--- config.mk ---
export PLATFORM = sky130hd
export DESIGN_NAME = open_addressing_hash_table
export DESIGN_NICKNAME = d
export VERILOG_FILES = /design/src/sv/oaht_pkg.sv /design/src/sv/oaht_mod.sv /design/src/sv/oaht_ram.sv /design/src/sv/open_addressing_hash_table.sv
export SDC_FILE = /design/constraint.sdc
export NUM_CORES = 2
export LEC_CHECK = 0
export BUFFER_PORTS_ARGS = -buffer_cell sky130_fd_sc_hd__buf_2
export CAP_MARGIN = 40
export CORE_MARGIN = 2
export CORE_UTILIZATION = 45
export CTS_CLUSTER_SIZE = 28
export DETAILED_ROUTE_END_ITERATION = 10
export GPL_ROUTABILITY_DRIVEN = 1
export PLACE_DENSITY = 0.67
export SLEW_MARGIN = 15
export SYNTH_ARGS = -nofsm -noshare
export SYNTH_HDL_FRONTEND = slang
export SYNTH_SLANG_ARGS = --single-unit
--- constraint.sdc ---
create_clock -name clk -period 9.9 [get_ports clk]
set_clock_uncertainty 0.05 [all_clocks]
set_input_delay 0.99 -clock clk [delete_from_list [all_inputs] [get_ports clk]]
set_output_delay 0.99 -clock clk [all_outputs]
set_load 0.05 [all_outputs]
--- src/sv/oaht_pkg.sv ---
`default_nettype none
// ----------------------------------------------------------------------------
// oaht_pkg
// Shared constants and codes for the open-addressing hash table.
// ----------------------------------------------------------------------------
package oaht_pkg;

	localparam int MAX_SLOTS = 128;
	localparam int KEY_BITS  = 31;

	// slot address and probe count widths follow the store depth
	localparam int SLOT_AW = $clog2(MAX_SLOTS);
	localparam int CNT_W   = SLOT_AW + 1;

	// fixed port widths
	localparam int CMD_W    = 2;
	localparam int STATUS_W = 3;
	localparam int SLOT_W   = 7;
	localparam int COLL_W   = 8;
	localparam int CFG_W    = 8;
	localparam int PADDR_W  = 3;
	localparam int PDATA_W  = 32;

	localparam logic [CFG_W-1:0] TABLE_SIZE_RST = 8'd101;

	// register index, taken from paddr[2]
	localparam logic REG_TABLE_SIZE = 1'b0;
	localparam logic REG_PROBE_MODE = 1'b1;

	typedef enum logic [CMD_W-1:0] {
		CMD_CLEAR  = 2'd0,
		CMD_INSERT = 2'd1,
		CMD_SEARCH = 2'd2
	} command_t;

	typedef enum logic [STATUS_W-1:0] {
		ST_INSERTED  = 3'd0,
		ST_FOUND     = 3'd1,
		ST_NOT_FOUND = 3'd2,
		ST_FULL      = 3'd3,
		ST_CLEARED   = 3'd4,
		ST_ZERO_KEY  = 3'd5
	} status_t;

endpackage
`default_nettype wire

--- src/sv/oaht_mod.sv ---
`default_nettype none
// ----------------------------------------------------------------------------
// oaht_mod
// Iterative key modulo unit: restoring division, one key bit per cycle.
// ----------------------------------------------------------------------------
module oaht_mod (
	input  wire logic                           clk,
	input  wire logic                           arst_n,
	input  wire logic                           start,
	input  wire logic [oaht_pkg::KEY_BITS-1:0]  dividend,
	input  wire logic [oaht_pkg::CNT_W-1:0]     divisor,
	output logic                                done,
	output logic [oaht_pkg::SLOT_AW-1:0]        rem
);
	import oaht_pkg::*;

	localparam int BC_W = $clog2(KEY_BITS + 1);

	logic                run_q;
	logic                done_q;
	logic [BC_W-1:0]     cnt_q;
	logic [KEY_BITS-1:0] dvd_q;
	logic [CNT_W-1:0]    rem_q;
	logic [CNT_W:0]      trial;
	logic [CNT_W:0]      diff;

	assign trial = {rem_q, dvd_q[KEY_BITS-1]};
	assign diff  = trial - {1'b0, divisor};

	always_ff @(posedge clk or negedge arst_n) begin
		if (!arst_n) begin
			run_q  <= 1'b0;
			done_q <= 1'b0;
			cnt_q  <= '0;
		end else begin
			done_q <= 1'b0;
			if (start) begin
				run_q <= 1'b1;
				cnt_q <= BC_W'(KEY_BITS);
			end else if (run_q) begin
				cnt_q <= cnt_q - 1'b1;
				if (cnt_q == BC_W'(1)) begin
					run_q  <= 1'b0;
					done_q <= 1'b1;
				end
			end
		end
	end

	// datapath, no reset
	always_ff @(posedge clk) begin
		if (start) begin
			dvd_q <= dividend;
			rem_q <= '0;
		end else if (run_q) begin
			dvd_q <= dvd_q << 1;
			// remainder stays below divisor, so it fits back in CNT_W bits
			if (trial >= {1'b0, divisor}) begin
				rem_q <= diff[CNT_W-1:0];
			end else begin
				rem_q <= trial[CNT_W-1:0];
			end
		end
	end

	assign done = done_q;
	assign rem  = rem_q[SLOT_AW-1:0];

endmodule
`default_nettype wire

--- src/sv/oaht_ram.sv ---
`default_nettype none
// ----------------------------------------------------------------------------
// oaht_ram
// Single-port key store, one access per cycle, registered read data.
// ----------------------------------------------------------------------------
module oaht_ram (
	input  wire logic                           clk,
	input  wire logic                           we,
	input  wire logic                           re,
	input  wire logic [oaht_pkg::SLOT_AW-1:0]   addr,
	input  wire logic [oaht_pkg::KEY_BITS-1:0]  wdata,
	output logic [oaht_pkg::KEY_BITS-1:0]       rdata
);
	import oaht_pkg::*;

	logic [KEY_BITS-1:0] mem_q [MAX_SLOTS];
	logic [KEY_BITS-1:0] rdata_q;

	always_ff @(posedge clk) begin
		if (we) begin
			mem_q[addr] <= wdata;
		end
		if (re) begin
			rdata_q <= mem_q[addr];
		end
	end

	assign rdata = rdata_q;

endmodule
`default_nettype wire

--- src/sv/open_addressing_hash_table.sv ---
`default_nettype none
// ----------------------------------------------------------------------------
// open_addressing_hash_table
// Hash table of nonzero keys with linear or quadratic probing over m slots.
// ----------------------------------------------------------------------------
// timing: clear and zero key give their result in the cycle after start;
//   insert and search first run the key modulo (one key bit a cycle), then
//   read the store and compare for each probe, up to m probes.
// one item at a time: busy stays high until the result strobe; the receiver
//   cannot stall, done is high for exactly one cycle per result.
// reset: table empty through per-slot valid bits, table_size 101, linear mode.
module open_addressing_hash_table (
	input  wire logic                           clk,
	input  wire logic                           arst_n,
	input  wire logic                           start,
	output logic                                busy,
	input  wire logic [oaht_pkg::CMD_W-1:0]     command,
	input  wire logic [oaht_pkg::KEY_BITS-1:0]  key,
	output logic                                done,
	output oaht_pkg::status_t                   status,
	output logic [oaht_pkg::SLOT_W-1:0]         slot_index,
	output logic [oaht_pkg::COLL_W-1:0]         collisions,
	input  wire logic                           psel,
	input  wire logic                           penable,
	input  wire logic                           pwrite,
	input  wire logic [oaht_pkg::PADDR_W-1:0]   paddr,
	input  wire logic [oaht_pkg::PDATA_W-1:0]   pwdata,
	output logic [oaht_pkg::PDATA_W-1:0]        prdata,
	output logic                                pready
);
	import oaht_pkg::*;

	typedef enum logic [1:0] {
		S_IDLE,
		S_DIV,
		S_READ,
		S_CHECK
	} state_t;

	state_t               state_q;
	logic [CFG_W-1:0]     table_size_q;
	logic                 probe_mode_q;
	logic [MAX_SLOTS-1:0] valid_q;
	logic                 vld_rd_q;
	logic                 search_q;
	logic                 quad_q;
	logic [KEY_BITS-1:0]  key_q;
	logic [CNT_W-1:0]     m_q;
	logic [SLOT_AW-1:0]   slot_q;
	logic [SLOT_AW-1:0]   step_q;
	logic [CNT_W-1:0]     probe_q;
	logic                 done_q;
	status_t              status_q;
	logic [SLOT_W-1:0]    slot_idx_q;
	logic [COLL_W-1:0]    coll_q;

	logic                 accept;
	logic                 cfg_wr;
	logic                 div_go;
	logic                 div_done;
	logic [SLOT_AW-1:0]   div_rem;
	logic [CNT_W-1:0]     m_act;
	logic [CNT_W-1:0]     slot_sum;
	logic [SLOT_AW-1:0]   slot_nxt;
	logic [CNT_W-1:0]     step_a;
	logic [CNT_W-1:0]     step_b;
	logic [SLOT_AW-1:0]   step_nxt;
	logic [CNT_W-1:0]     probe_inc;
	logic                 entry_empty;
	logic                 entry_hit;
	logic                 ram_we;
	logic                 ram_re;
	logic [KEY_BITS-1:0]  ram_rdata;

	assign accept = start && (state_q == S_IDLE);
	assign busy   = (state_q != S_IDLE);
	assign div_go = accept && (key != '0)
		&& ((command == CMD_INSERT) || (command == CMD_SEARCH));

	// out-of-range table sizes clamp to 1..MAX_SLOTS
	always_comb begin
		if (table_size_q == '0) begin
			m_act = CNT_W'(1);
		end else if (table_size_q > MAX_SLOTS) begin
			m_act = CNT_W'(MAX_SLOTS);
		end else begin
			m_act = CNT_W'(table_size_q);
		end
	end

	// next probe: slot += step (mod m); quadratic step grows by 2 (mod m)
	always_comb begin
		slot_sum = {1'b0, slot_q} + {1'b0, step_q};
		slot_nxt = (slot_sum >= m_q) ? SLOT_AW'(slot_sum - m_q) : slot_sum[SLOT_AW-1:0];
		step_a   = {1'b0, step_q} + CNT_W'(2);
		step_b   = (step_a >= m_q) ? (step_a - m_q) : step_a;
		// second fold only matters for a one-slot table
		step_nxt = (step_b >= m_q) ? SLOT_AW'(step_b - m_q) : step_b[SLOT_AW-1:0];
	end

	assign probe_inc   = probe_q + 1'b1;
	assign entry_empty = !vld_rd_q;
	assign entry_hit   = vld_rd_q && (ram_rdata == key_q);
	assign ram_re      = (state_q == S_READ);
	assign ram_we      = (state_q == S_CHECK) && !search_q && entry_empty;

	oaht_mod u_mod (
		.clk      (clk),
		.arst_n   (arst_n),
		.start    (div_go),
		.dividend (key),
		.divisor  (m_act),
		.done     (div_done),
		.rem      (div_rem)
	);

	oaht_ram u_ram (
		.clk   (clk),
		.we    (ram_we),
		.re    (ram_re),
		.addr  (slot_q),
		.wdata (key_q),
		.rdata (ram_rdata)
	);

	// configuration port
	assign cfg_wr = psel && penable && pwrite && pready;
	assign pready = 1'b1;

	always_ff @(posedge clk or negedge arst_n) begin
		if (!arst_n) begin
			table_size_q <= TABLE_SIZE_RST;
			probe_mode_q <= 1'b0;
		end else if (cfg_wr) begin
			unique case (paddr[2])
				REG_TABLE_SIZE: table_size_q <= pwdata[CFG_W-1:0];
				REG_PROBE_MODE: probe_mode_q <= pwdata[0];
				default: ;
			endcase
		end
	end

	always_comb begin
		unique case (paddr[2])
			REG_TABLE_SIZE: prdata = {{(PDATA_W-CFG_W){1'b0}}, table_size_q};
			REG_PROBE_MODE: prdata = {{(PDATA_W-1){1'b0}}, probe_mode_q};
			default:        prdata = '0;
		endcase
	end

	// control and registered results
	always_ff @(posedge clk or negedge arst_n) begin
		if (!arst_n) begin
			state_q    <= S_IDLE;
			valid_q    <= '0;
			vld_rd_q   <= 1'b0;
			done_q     <= 1'b0;
			status_q   <= ST_INSERTED;
			slot_idx_q <= '0;
			coll_q     <= '0;
			search_q   <= 1'b0;
			quad_q     <= 1'b0;
			m_q        <= CNT_W'(1);
			slot_q     <= '0;
			step_q     <= '0;
			probe_q    <= '0;
		end else begin
			done_q <= 1'b0;
			unique case (state_q)
				S_IDLE: begin
					if (accept) begin
						search_q <= (command == CMD_SEARCH);
						quad_q   <= probe_mode_q;
						m_q      <= m_act;
						unique case (command)
							CMD_CLEAR: begin
								valid_q    <= '0;
								done_q     <= 1'b1;
								status_q   <= ST_CLEARED;
								slot_idx_q <= '0;
								coll_q     <= '0;
							end
							CMD_INSERT, CMD_SEARCH: begin
								if (key == '0) begin
									done_q     <= 1'b1;
									status_q   <= ST_ZERO_KEY;
									slot_idx_q <= '0;
									coll_q     <= '0;
								end else begin
									state_q <= S_DIV;
								end
							end
							default: ;
						endcase
					end
				end
				S_DIV: begin
					if (div_done) begin
						slot_q  <= div_rem;
						step_q  <= (m_q == CNT_W'(1)) ? '0 : SLOT_AW'(1);
						probe_q <= '0;
						state_q <= S_READ;
					end
				end
				S_READ: begin
					vld_rd_q <= valid_q[slot_q];
					state_q  <= S_CHECK;
				end
				S_CHECK: begin
					priority if (!search_q && entry_empty) begin
						valid_q[slot_q] <= 1'b1;
						done_q          <= 1'b1;
						status_q        <= ST_INSERTED;
						slot_idx_q      <= SLOT_W'(slot_q);
						coll_q          <= COLL_W'(probe_q);
						state_q         <= S_IDLE;
					end else if (search_q && entry_hit) begin
						done_q     <= 1'b1;
						status_q   <= ST_FOUND;
						slot_idx_q <= SLOT_W'(slot_q);
						coll_q     <= COLL_W'(probe_q);
						state_q    <= S_IDLE;
					end else if (search_q && entry_empty) begin
						// the probe that met the empty slot counts too
						done_q     <= 1'b1;
						status_q   <= ST_NOT_FOUND;
						slot_idx_q <= '0;
						coll_q     <= COLL_W'(probe_inc);
						state_q    <= S_IDLE;
					end else if (probe_inc == m_q) begin
						done_q     <= 1'b1;
						status_q   <= search_q ? ST_NOT_FOUND : ST_FULL;
						slot_idx_q <= '0;
						coll_q     <= COLL_W'(m_q);
						state_q    <= S_IDLE;
					end else begin
						probe_q <= probe_inc;
						slot_q  <= slot_nxt;
						if (quad_q) begin
							step_q <= step_nxt;
						end
						state_q <= S_READ;
					end
				end
				default: state_q <= S_IDLE;
			endcase
		end
	end

	always_ff @(posedge clk) begin
		if (accept) begin
			key_q <= key;
		end
	end

	assign done       = done_q;
	assign status     = status_q;
	assign slot_index = slot_idx_q;
	assign collisions = coll_q;

endmodule
`default_nettype wire
==> results_dict.tcl <==
set metrics [dict create \
    crit_path_max_fanout 97 \
    syn-cell-area_sq_um 159000 \
    grt_max_degree 130 \
    grt_pass1_vias 90600 \
    p_leak_uw 0.0570 \
    synth_top_family_by_area "compound AO/OA/AOI/OAI gates" \
    min_path_type "in2reg" \
    r2r-start "slot_q[1]$_DFFE_PN0P_" \
    combinationalPowerShare 0.302 \
    clkPwrFrac 0.293 \
    status "finished clean" \
    hold_depth 1 \
    arrival_ps 6270 \
    critPathSlowestCell "or4_1" \
    core_area_sq_um 352000 \
    hold_ws_ps 141 \
    ir_worst_vdd_v 0.000288 \
    drt-vias-per-instance 6.75 \
    cts_hold_buf 1 \
    fmax_ghz 0.179 \
    die_width_microns 598 \
    rsz0062_at_grt "no" \
    synth.largest_area_cell "edfxtp_1" \
    drtPass1Iterations 7 \
    drt_wl_total_microns 522000 \
    setup_viol 0 \
    die_h_microns 598 \
    h-tree-depth 5 \
    cp-end-kind "flop" \
    p_seq_frac 0.405 \
    synth_cell_types 81 \
    reg2regPathDepth 9 \
    root_buffer "clkbuf_16" \
    initial_core_util 0.451 \
    yosys_warnings 0 \
    cts_buffers 407 \
    synth_top_area_frac 0.768 \
    vias 97600 \
    crit_chain "buf_4, and3b_4, buf_4, buf_12, a221oi_1, a31oi_1, nor4_1, nand4_1, or4_1" \
    drv_cap 0 \
    register_area_sq_um 127000 \
    min_period_ps 5600 \
    cts_tree "done" \
    synth_xor_area_frac 0.00364 \
    p_switching_uw 18600 \
    drtAntennaViolNets 0 \
    yosys-mux-area-fraction 0.00907 \
    syn_avg_cell_area_sq_um 17.5 \
    drt_iter0_drc 17900 \
    grt_pass1_wl_microns 713000 \
    grtUsageTotal 0.283 \
    cts_resized 0 \
    routabilityCongestion 0.951 \
    final_util 0.516 \
    antenna_found_initial 33 \
    ys_dominant_reg_cell "edfxtp_1" \
    power.density_nw_per_um2 289 \
    ys_seq_area_frac 0.800 \
    synthAdderAreaFrac 0.00457 \
    mostFrequentLayoutCells "4061 x edfxtp_1, 1121 x a22oi_1, 418 x buf_4, 413 x a221oi_1, 407 x clkbuf_16" \
    ys_async_sr_fraction 0.0464 \
    num_rows 218 \
    io_pins 127 \
    dieArea_sq_um 358000 \
    maxSlewHeadroom 0.257 \
    slowest_delay_ps 810 \
    cp-startpoint "slot_q[1]$_DFFE_PN0P_" \
    ys_top_cells_by_area "edfxtp_1 77%, a22oi_1 5.3%, dfrtp_1 3.0%" \
    cp_common_cell "buf_4" \
    synth-simple-area-share 0.0315 \
    slew_violations 0 \
    ys_ff_latch 4267 \
    tightest_slew_ps 1100 \
    syn2layout_area_growth_pct 14.4 \
    dp.cells 13600 \
    path_class "reg2reg" \
    clkLatencyLatePin_ps 1030 \
    cts.sinks 4267 \
    min-delay-start "key[0]" \
    nFillCells 27400 \
    gr-total-overflow 0 \
    worst_ep_required_time_ps 10570 \
    nets 9600 \
    drive_gt1_frac 0.147 \
    hold_viol 0 \
    fin_tns_setup_ps 0 \
    intPower_uw 33800 \
    final_common_cell "edfxtp_1" \
    multi_input_area_sq_um 30100 \
    portBuffers 75 \
    start_kind "flop" \
    synth_compound_area_frac 0.132 \
    synth_cells 9073 \
    cts_max_path_buffers 4 \
    clkSlewWorstSetupHoldPaths_ps 60 \
    dpl.hpwl_microns 296000 \
    post-route-period-util 0.565 \
    synth_edf_count 4061 \
    routedWlPerCell_microns 36.1 \
    fin_cells 14500 \
    drc 0 \
    postCtsSetupBuffers 0 \
    swShare 0.355 \
]
final timing paths:
| kind | endpoint | slack [ps] |
|---|---|---|
| worst min register to register | status[2]$_DFFE_PN0P_ | 420 |
| worst max-delay path | u_ram.rdata[23]$_DFFE_PP_ | 4300 |
| worst max register to register | u_ram.rdata[23]$_DFFE_PP_ | 4300 |
| max in group asynchronous | valid_q[90]$_DFFE_PN0P_ | 7340 |
| min in group asynchronous | u_mod.run_q$_DFF_PN0_ | 490 |
| worst min-delay path | key_q[0]$_DFFE_PP_ | 140 |
synthesized netlist by cell type (27+ instances only):
master / n
buf_2: 273
clkbuf_1: 214
nand4_1: 139
mux2_2: 48
a221oi_1: 413
a31oi_1: 333
ha_1: 50
nand2_1: 257
o21ai_0: 104
a22oi_1: 1121
inv_1: 43
nor2_1: 385
nand3_1: 57
buf_1: 117
a21oi_1: 265
xor2_1: 42
buf_4: 27
dfrtp_1: 193
mux2i_1: 63
a22o_1: 394
edfxtp_1: 4061
nor4_1: 77
nor3_1: 31
routing by layer:
layer / wire [microns] / track usage / part of all wire / vias up
met4: 31700 / 0.152 / 0.061 / 16
met1: 184000 / 0.373 / 0.35 / 49700
met5: 96 / 0.000267 / 0.00018 / -
met2: 228000 / 0.414 / 0.44 / 8001
li1: - / - / - / 38600
met3: 78000 / 0.0940 / 0.15 / 1281
flip-flops by register name (all words and copies together), names as in the netlist, 2 cells and up:
name          count
slot_index        7
status            3
step_q            7
valid_q         128
u_ram.mem_q    3968
m_q               8
table_size_q      8
u_ram.rdata      31
probe_q           8
u_mod.rem_q       8
u_mod.dvd_q      31
state_q           2
key_q            31
u_mod.cnt_q       5
slot_q            7
collisions        8
power groups by stage:
stage                     clock (uW)  combinational, uW  sequential, uW
after global placement             0              14700           21600
after CTS                      15400              15200           21200
after global routing           16100              16200           21200
after detailed placement           0              15100           21600
after floorplan                    0               7820           21900
final                          15400              15900           21200
worst max-delay path: cells and delay by family (launching register included):
family          cells  cell delay (ps)
simple gates        4             2460
buf+inv             3             1130
flops               1              740
compound gates      2              740
per-stage QoR:
stage,setup slack [ps],power [uW],area (sq um)
6_report,4300,52500,182000
5_1_grt,3980,53600,182000
4_1_cts,4450,51800,181000
3_5_place_dp,4430,36700,168000
3_3_place_gp,4480,36300,167000
2_1_floorplan,5350,29700,159000
area by class of cell:
cell class,instances,share of cell area
Antenna cell,32,0.000441
Clock buffer,484,0.0578
Clock inverter,258,0.0142
Inverter,47,0.000978
Multi-Input combinational cell,4149,0.166
Sequential cell,4267,0.700
Tap cell,4620,0.0318
Timing Repair Buffer,599,0.0294
kinds of logic (layout without fill, tap and decap cells):
group | Yosys count | in the layout
flip-flops | 4267 | 4267
AND/OR/NAND/NOR | 1058 | 1058
multiplexers | 123 | 123
XOR/XNOR | 66 | 66
adder cells (fa/ha/maj) | 55 | 55
AO/OA/AOI/OAI | 2822 | 2822
buffers and inverters | 680 | 1388
other | 2 | 57
Power figures use the tool's default switching activity.
